<file path="src/sv/cfd_pkg.sv">
// Shared types and constants for the command frame deframer.
`default_nettype none
package cfd_pkg;

   localparam int BYTE_W    = 8;
   localparam int LEN_W     = 6;
   localparam int IDX_W     = 5;
   localparam int STAT_W    = 3;
   localparam int CSR_IDX_W = 2;
   localparam int QDEPTH    = 2;

   localparam logic [CSR_IDX_W-1:0] CSR_HEADER = 2'd0;
   localparam logic [CSR_IDX_W-1:0] CSR_FOOTER = 2'd1;

   localparam logic [BYTE_W-1:0] HEADER_RESET = 8'd254;
   localparam logic [BYTE_W-1:0] FOOTER_RESET = 8'd250;

   typedef enum logic [2:0] {
      PH_HEAD1,
      PH_HEAD2,
      PH_LEN,
      PH_CMD,
      PH_DATA,
      PH_FOOT
   } phase_type;

   typedef enum logic [STAT_W-1:0] {
      ST_OK      = 3'd0,
      ST_BADHEAD = 3'd1,
      ST_BADLEN  = 3'd2,
      ST_TOOLONG = 3'd3,
      ST_BADFOOT = 3'd4
   } status_type;

   // One queued outcome: an accepted frame or a framing error.
   typedef struct packed {
      status_type         status;
      logic [BYTE_W-1:0]  command;
      logic [LEN_W-1:0]   plen;
   } desc_type;

endpackage
`default_nettype wire

</file>
<file path="src/sv/cfd_front.sv">
// Front end: config registers, frame parser and payload store writes.
`default_nettype none
module cfd_front #(
   parameter int MAX_PAYLOAD = 32,
   parameter int AW          = 5
) (
   input  wire logic                          clock,
   input  wire logic                          reset,
   input  wire logic                          csr_valid,
   output logic                               csr_ready,
   input  wire logic [cfd_pkg::CSR_IDX_W-1:0] csr_index,
   input  wire logic [cfd_pkg::BYTE_W-1:0]    csr_data,
   input  wire logic                          req_valid,
   output logic                               req_ready,
   input  wire logic [cfd_pkg::BYTE_W-1:0]    req_rx_byte,
   input  wire logic                          q_full,
   input  wire logic                          drain_done,
   output logic                               push,
   output cfd_pkg::desc_type                  push_desc,
   output logic                               wr_en,
   output logic [AW-1:0]                      wr_addr,
   output logic [cfd_pkg::BYTE_W-1:0]         wr_data
);
   import cfd_pkg::*;

   phase_type         phase_ff, phase_in;
   logic [BYTE_W-1:0] hdr_ff, ftr_ff, cmd_ff;
   logic [LEN_W-1:0]  exp_ff, cnt_ff;
   logic              busy_ff;
   logic              accept;
   logic [LEN_W-1:0]  cnt_next;
   logic              len_short, len_long;
   logic [BYTE_W:0]   len_minus2;

   assign csr_ready  = 1'b1;
   assign accept     = req_valid && req_ready;
   assign cnt_next   = cnt_ff + 1'b1;
   assign len_short  = req_rx_byte < 8'd2;
   assign len_minus2 = {1'b0, req_rx_byte} - 9'd2;
   assign len_long   = len_minus2 > (BYTE_W+1)'(MAX_PAYLOAD);

   // store writes are held off while an earlier frame is still draining
   assign req_ready = !q_full && !(phase_ff == PH_DATA && busy_ff);

   always_comb begin
      phase_in = phase_ff;
      if (accept) begin
         case (phase_ff)
            PH_HEAD1: begin
               if (req_rx_byte == hdr_ff) phase_in = PH_HEAD2;
            end
            PH_HEAD2: begin
               phase_in = (req_rx_byte == hdr_ff) ? PH_LEN : PH_HEAD1;
            end
            PH_LEN: begin
               phase_in = (len_short || len_long) ? PH_HEAD1 : PH_CMD;
            end
            PH_CMD: begin
               phase_in = (exp_ff == '0) ? PH_FOOT : PH_DATA;
            end
            PH_DATA: begin
               if (cnt_next >= exp_ff) phase_in = PH_FOOT;
            end
            default: begin
               phase_in = PH_HEAD1;
            end
         endcase
      end
   end

   always_comb begin
      push              = 1'b0;
      push_desc.status  = ST_OK;
      push_desc.command = '0;
      push_desc.plen    = '0;
      wr_en             = 1'b0;
      wr_addr           = cnt_ff[AW-1:0];
      wr_data           = req_rx_byte;
      if (accept) begin
         case (phase_ff)
            PH_HEAD1, PH_HEAD2: begin
               if (req_rx_byte != hdr_ff) begin
                  push             = 1'b1;
                  push_desc.status = ST_BADHEAD;
               end
            end
            PH_LEN: begin
               if (len_short) begin
                  push             = 1'b1;
                  push_desc.status = ST_BADLEN;
               end else if (len_long) begin
                  push             = 1'b1;
                  push_desc.status = ST_TOOLONG;
               end
            end
            PH_DATA: begin
               wr_en = 1'b1;
            end
            PH_FOOT: begin
               push = 1'b1;
               if (req_rx_byte != ftr_ff) begin
                  push_desc.status = ST_BADFOOT;
               end else begin
                  push_desc.command = cmd_ff;
                  push_desc.plen    = exp_ff;
               end
            end
            default: begin
            end
         endcase
      end
   end

   always_ff @(posedge clock) begin
      if (reset) begin
         phase_ff <= PH_HEAD1;
         hdr_ff   <= HEADER_RESET;
         ftr_ff   <= FOOTER_RESET;
         busy_ff  <= 1'b0;
         exp_ff   <= '0;
         cnt_ff   <= '0;
         cmd_ff   <= '0;
      end else begin
         phase_ff <= phase_in;
         if (csr_valid && csr_ready) begin
            if (csr_index == CSR_HEADER) hdr_ff <= csr_data;
            if (csr_index == CSR_FOOTER) ftr_ff <= csr_data;
         end
         if (push && push_desc.status == ST_OK && push_desc.plen != '0) begin
            busy_ff <= 1'b1;
         end else if (drain_done) begin
            busy_ff <= 1'b0;
         end
         if (accept && phase_ff == PH_LEN) exp_ff <= len_minus2[LEN_W-1:0];
         if (accept && phase_ff == PH_CMD) begin
            cmd_ff <= req_rx_byte;
            cnt_ff <= '0;
         end
         if (wr_en) cnt_ff <= cnt_next;
      end
   end

   a_push_room: assert property (@(posedge clock) disable iff (reset)
      push |-> !q_full)
      else $error("descriptor pushed into a full queue");

   a_write_free: assert property (@(posedge clock) disable iff (reset)
      wr_en |-> (phase_ff == PH_DATA) && !busy_ff && (cnt_ff < exp_ff))
      else $error("payload store written while in use or past length");

endmodule
`default_nettype wire

</file>
<file path="src/sv/cfd_queue.sv">
// Short descriptor queue between the parser and the result stage.
`default_nettype none
module cfd_queue (
   input  wire logic        clock,
   input  wire logic        reset,
   input  wire logic        push,
   input  wire cfd_pkg::desc_type push_desc,
   input  wire logic        pop,
   output logic             full,
   output logic             empty,
   output cfd_pkg::desc_type head
);
   import cfd_pkg::*;

   localparam int PW = (QDEPTH > 1) ? $clog2(QDEPTH) : 1;

   desc_type         entry_ff [QDEPTH];
   logic [PW-1:0]    wptr_ff, rptr_ff;
   logic [PW:0]      count_ff;

   assign full  = count_ff == (PW+1)'(QDEPTH);
   assign empty = count_ff == '0;
   assign head  = entry_ff[rptr_ff];

   always_ff @(posedge clock) begin
      if (push) entry_ff[wptr_ff] <= push_desc;
   end

   always_ff @(posedge clock) begin
      if (reset) begin
         wptr_ff  <= '0;
         rptr_ff  <= '0;
         count_ff <= '0;
      end else begin
         if (push) wptr_ff <= (wptr_ff == PW'(QDEPTH - 1)) ? '0 : wptr_ff + 1'b1;
         if (pop)  rptr_ff <= (rptr_ff == PW'(QDEPTH - 1)) ? '0 : rptr_ff + 1'b1;
         if (push && !pop)      count_ff <= count_ff + 1'b1;
         else if (pop && !push) count_ff <= count_ff - 1'b1;
      end
   end

endmodule
`default_nettype wire

</file>
<file path="src/sv/cfd_back.sv">
// Back end: payload store and result delivery through an output register.
`default_nettype none
module cfd_back #(
   parameter int MAX_PAYLOAD = 32,
   parameter int AW          = 5
) (
   input  wire logic                        clock,
   input  wire logic                        reset,
   input  wire logic                        q_empty,
   input  wire cfd_pkg::desc_type           q_head,
   output logic                             pop,
   input  wire logic                        wr_en,
   input  wire logic [AW-1:0]               wr_addr,
   input  wire logic [cfd_pkg::BYTE_W-1:0]  wr_data,
   output logic                             drain_done,
   output logic                             rsp_valid,
   input  wire logic                        rsp_ready,
   output logic [cfd_pkg::STAT_W-1:0]       rsp_status,
   output logic [cfd_pkg::BYTE_W-1:0]       rsp_command,
   output logic [cfd_pkg::LEN_W-1:0]        rsp_payload_length,
   output logic [cfd_pkg::IDX_W-1:0]        rsp_byte_index,
   output logic [cfd_pkg::BYTE_W-1:0]       rsp_payload_byte,
   output logic                             rsp_last
);
   import cfd_pkg::*;

   logic [BYTE_W-1:0] store_ff [MAX_PAYLOAD];
   logic [BYTE_W-1:0] rd_data_ff;
   logic [AW-1:0]     idx_ff, idx_in;
   logic              valid_ff;
   status_type        status_ff;
   logic [BYTE_W-1:0] command_ff, byte_ff;
   logic [LEN_W-1:0]  plen_ff;
   logic [IDX_W-1:0]  bidx_ff;
   logic              last_ff;
   logic              out_free, load, single, is_last;

   assign out_free = !valid_ff || rsp_ready;
   assign load     = out_free && !q_empty;
   assign single   = (q_head.status != ST_OK) || (q_head.plen == '0);
   assign is_last  = single || ((LEN_W'(idx_ff) + 1'b1) == q_head.plen);
   assign pop      = load && is_last;
   assign drain_done = pop && !single;
   assign idx_in   = (load && !single) ? (is_last ? '0 : idx_ff + 1'b1) : idx_ff;

   // read address runs one step ahead so the registered data matches idx_ff
   always_ff @(posedge clock) begin
      if (wr_en) store_ff[wr_addr] <= wr_data;
      rd_data_ff <= store_ff[idx_in];
   end

   always_ff @(posedge clock) begin
      if (load) begin
         status_ff  <= q_head.status;
         command_ff <= q_head.command;
         plen_ff    <= q_head.plen;
         bidx_ff    <= single ? '0 : IDX_W'(idx_ff);
         byte_ff    <= single ? '0 : rd_data_ff;
         last_ff    <= is_last;
      end
   end

   always_ff @(posedge clock) begin
      if (reset) begin
         valid_ff <= 1'b0;
         idx_ff   <= '0;
      end else begin
         idx_ff <= idx_in;
         if (load)           valid_ff <= 1'b1;
         else if (rsp_ready) valid_ff <= 1'b0;
      end
   end

   assign rsp_valid          = valid_ff;
   assign rsp_status         = status_ff;
   assign rsp_command        = command_ff;
   assign rsp_payload_length = plen_ff;
   assign rsp_byte_index     = bidx_ff;
   assign rsp_payload_byte   = byte_ff;
   assign rsp_last           = last_ff;

   a_err_single: assert property (@(posedge clock) disable iff (reset)
      valid_ff && status_ff != ST_OK |-> last_ff && command_ff == '0 && byte_ff == '0)
      else $error("error result not a single cleared transfer");

   a_idle_index: assert property (@(posedge clock) disable iff (reset)
      q_empty |-> idx_ff == '0)
      else $error("payload index left mid-frame with no frame queued");

endmodule
`default_nettype wire

</file>
<file path="src/sv/command_frame_deframer.sv">
// Top level of the command frame deframer.
// Takes one received byte per transfer and parses frames: header, header,
// length L, command, L-2 payload bytes, footer. A good frame gives one
// result per payload byte (one result for an empty payload), the final one
// with last set; each framing error gives a single result with last set.
// Input bytes are taken, and results leave through the output register
// once the footer matches, one per cycle unless stalled. A payload byte of
// the next frame waits until the previous frame's payload store is fully
// read out; any byte waits while the two-entry descriptor queue is full.
// Header and footer values are written through the csr port (index 0 and 1).
`default_nettype none
module command_frame_deframer #(
   parameter int MAX_PAYLOAD = 32
) (
   input  wire logic                          clock,
   input  wire logic                          reset,
   input  wire logic                          csr_valid,
   output logic                               csr_ready,
   input  wire logic [cfd_pkg::CSR_IDX_W-1:0] csr_index,
   input  wire logic [cfd_pkg::BYTE_W-1:0]    csr_data,
   input  wire logic                          req_valid,
   output logic                               req_ready,
   input  wire logic [cfd_pkg::BYTE_W-1:0]    req_rx_byte,
   output logic                               rsp_valid,
   input  wire logic                          rsp_ready,
   output logic [cfd_pkg::STAT_W-1:0]         rsp_status,
   output logic [cfd_pkg::BYTE_W-1:0]         rsp_command,
   output logic [cfd_pkg::LEN_W-1:0]          rsp_payload_length,
   output logic [cfd_pkg::IDX_W-1:0]          rsp_byte_index,
   output logic [cfd_pkg::BYTE_W-1:0]         rsp_payload_byte,
   output logic                               rsp_last
);
   import cfd_pkg::*;

   localparam int AW = (MAX_PAYLOAD > 1) ? $clog2(MAX_PAYLOAD) : 1;

   logic              q_full, q_empty, push, pop, drain_done, wr_en;
   desc_type          push_desc, q_head;
   logic [AW-1:0]     wr_addr;
   logic [BYTE_W-1:0] wr_data;

   cfd_front #(.MAX_PAYLOAD(MAX_PAYLOAD), .AW(AW)) u_front (
      .clock       (clock),
      .reset       (reset),
      .csr_valid   (csr_valid),
      .csr_ready   (csr_ready),
      .csr_index   (csr_index),
      .csr_data    (csr_data),
      .req_valid   (req_valid),
      .req_ready   (req_ready),
      .req_rx_byte (req_rx_byte),
      .q_full      (q_full),
      .drain_done  (drain_done),
      .push        (push),
      .push_desc   (push_desc),
      .wr_en       (wr_en),
      .wr_addr     (wr_addr),
      .wr_data     (wr_data)
   );

   cfd_queue u_queue (
      .clock     (clock),
      .reset     (reset),
      .push      (push),
      .push_desc (push_desc),
      .pop       (pop),
      .full      (q_full),
      .empty     (q_empty),
      .head      (q_head)
   );

   cfd_back #(.MAX_PAYLOAD(MAX_PAYLOAD), .AW(AW)) u_back (
      .clock              (clock),
      .reset              (reset),
      .q_empty            (q_empty),
      .q_head             (q_head),
      .pop                (pop),
      .wr_en              (wr_en),
      .wr_addr            (wr_addr),
      .wr_data            (wr_data),
      .drain_done         (drain_done),
      .rsp_valid          (rsp_valid),
      .rsp_ready          (rsp_ready),
      .rsp_status         (rsp_status),
      .rsp_command        (rsp_command),
      .rsp_payload_length (rsp_payload_length),
      .rsp_byte_index     (rsp_byte_index),
      .rsp_payload_byte   (rsp_payload_byte),
      .rsp_last           (rsp_last)
   );

endmodule
`default_nettype wire

</file>
<file path="config.mk">
export PLATFORM = sky130hd
export DESIGN_NAME = command_frame_deframer
export DESIGN_NICKNAME = d
export VERILOG_FILES = /design/src/sv/cfd_pkg.sv /design/src/sv/cfd_front.sv /design/src/sv/cfd_queue.sv /design/src/sv/cfd_back.sv /design/src/sv/command_frame_deframer.sv
export SDC_FILE = /design/constraint.sdc
export NUM_CORES = 1
export LEC_CHECK = 0
export ABC_AREA = 1
export BUFFER_PORTS_ARGS = -buffer_cell sky130_fd_sc_hd__buf_2
export CAP_MARGIN = 5
export CORE_MARGIN = 4
export CORE_UTILIZATION = 30
export DETAILED_ROUTE_END_ITERATION = 8
export PLACE_DENSITY_LB_ADDON = 0.05
export SETUP_SLACK_MARGIN = 0.05
export SYNTH_ARGS = -nofsm -noshare
export SYNTH_HDL_FRONTEND = slang
export SYNTH_SLANG_ARGS = --single-unit
</file>
<file path="constraint.sdc">
create_clock -name clock -period 9.5 [get_ports clock]
set_clock_uncertainty 0.1 [all_clocks]
set_input_delay 0.475 -clock clock [delete_from_list [all_inputs] [get_ports clock]]
set_output_delay 0.475 -clock clock [all_outputs]
set_load 0.03 [all_outputs]
</file>
==> results.py <==
metrics = {
    "finish": {
        "drive_gt1_share_pct": 10.0,
        "diodes": 0,
        "ff_latch_area_um2": 10800,
        "instances_no_fill": 2512,
        "nFillCells": 5761,
        "syn_to_final_growth_pct": 14.7,
        "nets": 1753,
        "multi_input_area_um2": 4730,
    },
    "place": {
        "gp_congestion": 0.743,
        "dpl.hpwl_um": 29300,
        "port_buffers": 55,
        "dp_cells": 2418,
    },
    "setup_path": {
        "critical_path_arrival_ps": 5420,
        "end_kind": "register",
        "critical_path_class": "register to register",
        "crit_fanout": 128,
        "startpoint_type": "register",
        "cp.required_ps": 9850,
    },
    "timing": {
        "rsz0062_at_grt": "false",
        "hold_viol_final": 0,
        "max_freq_ghz": 0.197,
        "drv_slew": 0,
        "setup_viol": 0,
        "tightest_slew_ps": 1180,
        "fin_setup_tns_ps": 0,
        "period_minus_slack_ps": 5070,
        "slew_headroom_pct": 21.3,
        "fin_crit_sh_pct": 53.4,
    },
    "logic_synthesis": {
        "ys_ff_latch": 380,
        "synthArstFlopShare_pct": 0,
        "syn-cell-area_um2": 17100,
        "synthDistinctLibCells": 38,
        "synth_edf_count": 321,
        "synth_top_flop_cell": "edfxtp_1",
        "synth_fp_nets": 1711,
        "yosys_warnings": 0,
        "syn-mean-instance-area_um2": 10.2,
        "ys_seq_area_share_pct": 63.5,
        "synthCells": 1675,
    },
    "die": {
        "core_um2": 56300,
        "die_h_um": 246,
        "rows": 87,
        "die_w_um": 246,
        "num_io_pins": 57,
        "initial_core_util_pct": 30.3,
        "die_area_um2": 60700,
    },
    "power_and_ir_drop": {
        "powerDensity_nw_per_um2": 258,
        "irDropWorstVdd_mv": 0.130,
        "p_leak_nw": 7.71,
    },
    "drt": {
        "route.antenna.remaining_nets": 0,
        "finalWirelength_um": 50100,
        "routedWlPerCell_um": 19.9,
        "drt_first_pass_iters": 5,
        "viasPerCell": 4.65,
        "num_vias": 11700,
        "drt_iter0_drc": 750,
        "drcViolationCount": 0,
    },
    "outcome": {
        "status": "completed",
    },
    "clock_tree": {
        "clk_pin_slew_ps": 60,
        "clk_latency_ps": 590,
        "cts_root_buf": "clkbuf_16",
        "cts_sinks": 380,
        "clk_path_buf_depth": 3,
        "cts_tree": "yes",
        "numCtsBuffers": 47,
        "h-tree-depth": 2,
        "cts_setup_buffers": 0,
    },
    "min_path": {
        "hold_path.class": "input port to register",
    },
    "global_routing": {
        "antenna_found_initial": 0,
        "overflow": 0,
        "gr-usage-all-layers_pct": 16.5,
        "grt_max_degree": 129,
        "grt_pass1_vias": 11700,
        "grt_pass1_wl_um": 76000,
    },
    "run": {
        "drv_cap": 0,
    },
}
==> synth_stat cells, drive strengths merged, types with 3 or more instances <==
library cell	count	area (um2)
dfxtp	59	1180
nand3	306	1540
nor2	101	395
a21oi	35	175
ha	13	163
nor3	21	116
inv	263	987
or2	5	31.3
o21ai	39	221
nand3b	81	608
nand4	5	31.3
xor2	9	78.8
o211ai	3	22.5
nand2	315	1200
clkbuf	13	48.8
buf	68	492
xnor2	3	26.3
clkinv	3	11.3
a31oi	3	18.8
edfxtp	321	9640
==> sequential cells by signal, summed over array words and instances, names as in the netlist, named ones only <==
| signal | cells |
|---|---|
| u_back.rsp_valid | 1 |
| u_front.hdr_ff | 8 |
| u_back.rsp_byte_index | 5 |
| u_queue.count_ff | 2 |
| u_front.ftr_ff | 8 |
| u_front.cmd_ff | 8 |
| u_queue.rptr_ff | 1 |
| u_back.rsp_payload_length | 6 |
| u_back.rsp_last | 1 |
| u_front.exp_ff | 6 |
| u_front.busy_ff | 1 |
| u_queue.entry_ff | 34 |
| u_back.store_ff | 256 |
| u_back.rsp_status | 3 |
| u_back.rsp_payload_byte | 8 |
| u_front.phase_ff | 3 |
| u_back.idx_ff | 5 |
| u_back.rd_data_ff | 8 |
| u_front.cnt_ff | 6 |
| u_queue.wptr_ff | 1 |
| u_back.rsp_command | 8 |
==> critical path, stage by stage (launching register included) <==
cell and delay (ps):
dfxtp_1 740, inv_2 340, o21ai_2 380, nor2_1 80
nand3_1 120, nand2_4 160, inv_2 140, nand3_4 700
nand2_8 1050, nand2_1 120, nand3_1 160, nand3_1 100
nand3_1 260, nand2_1 150, nand2_1 140, nand2_1 80
==> per-layer routing <==
metal | part of all wire, % | track usage [%]
met1 | 50 | 24.2
met2 | 45 | 25.7
met3 | 3.5 | 2.47
met4 | 2.2 | 4.19
met5 | 0 | 0
==> repair_timing <==
| item | CTS | global route |
|---|---|---|
| hold buffers | 6 | 0 |
| endpoints found under the hold margin | 8 | 0 |
| resized for setup | 0 | 0 |
==> final timing paths <==
kind,start,endpoint,slack [ps],depth (start not counted)
worst min-delay path,csr_data[5],u_front.ftr_ff[5],30,3
worst max register to register,register,u_back.rd_data_ff[1],4430,15
worst max-delay path,register,u_back.rd_data_ff[1],4430,15
worst min register to register,u_front.cnt_ff[5],u_front.cnt_ff[5],380,2
==> stage by stage <==
step / hold slack, ps / power [mW] / utilization, % / setup slack (ps) / cell area (um2)
CTS: 1.66 / 5.13 / 34.7 / 4310 / 19600
global placement: 356 / 3.23 / 31.8 / 4450 / 17900
finish: 32.9 / 5.04 / 34.7 / 4430 / 19600
floorplan: 343 / 2.90 / - / 5520 / 17100
global route: 28.2 / 5.32 / 34.7 / 3940 / 19600
detailed placement: 364 / 3.23 / 31.8 / 4350 / 17900
==> area by class of cell <==
cell class / count / area share [%]
inverter: 266 / 5.11
tap: 756 / 4.84
sequential: 380 / 55.3
clock inverter: 27 / 1.55
multi-input combinational: 948 / 24.2
timing repair buffer: 74 / 2.21
clock buffer: 61 / 6.75
==> logic make-up (layout without fill, tap and decap cells) <==
group | after synthesis | count (layout) | synth area share [%]
adder cells (fa/ha/maj) | 13 | 13 | 0.954
XOR/XNOR | 12 | 12 | 0.616
other | 1 | 1 | 0.0220
AND/OR/NAND/NOR | 839 | 839 | 23.2
flip-flops | 380 | 380 | 63.5
buffers and inverters | 347 | 428 | 9.03
AO/OA/AOI/OAI | 83 | 83 | 2.72
==> cell usage in the layout (no fill, tap or decap), types with 9 or more instances in the layout <==
cell type / count
edfxtp_1: 321
nand2_1: 307
nand3_1: 305
inv_1: 258
nor2_1: 99
nand3b_1: 81
dfxtp_1: 59
buf_2: 55
clkbuf_16: 48
a21oi_1: 34
o21ai_0: 34
nor3_1: 20
ha_1: 13
clkinv_2: 13
buf_4: 13
xor2_1: 9
==> power breakdown <==
part           internal (mW)  switching [mW]
registers               1.96          0.0617
logic                  0.296           0.854
clock network           1.14           0.729
total                   3.40            1.65
Power figures use the tool's default switching activity.
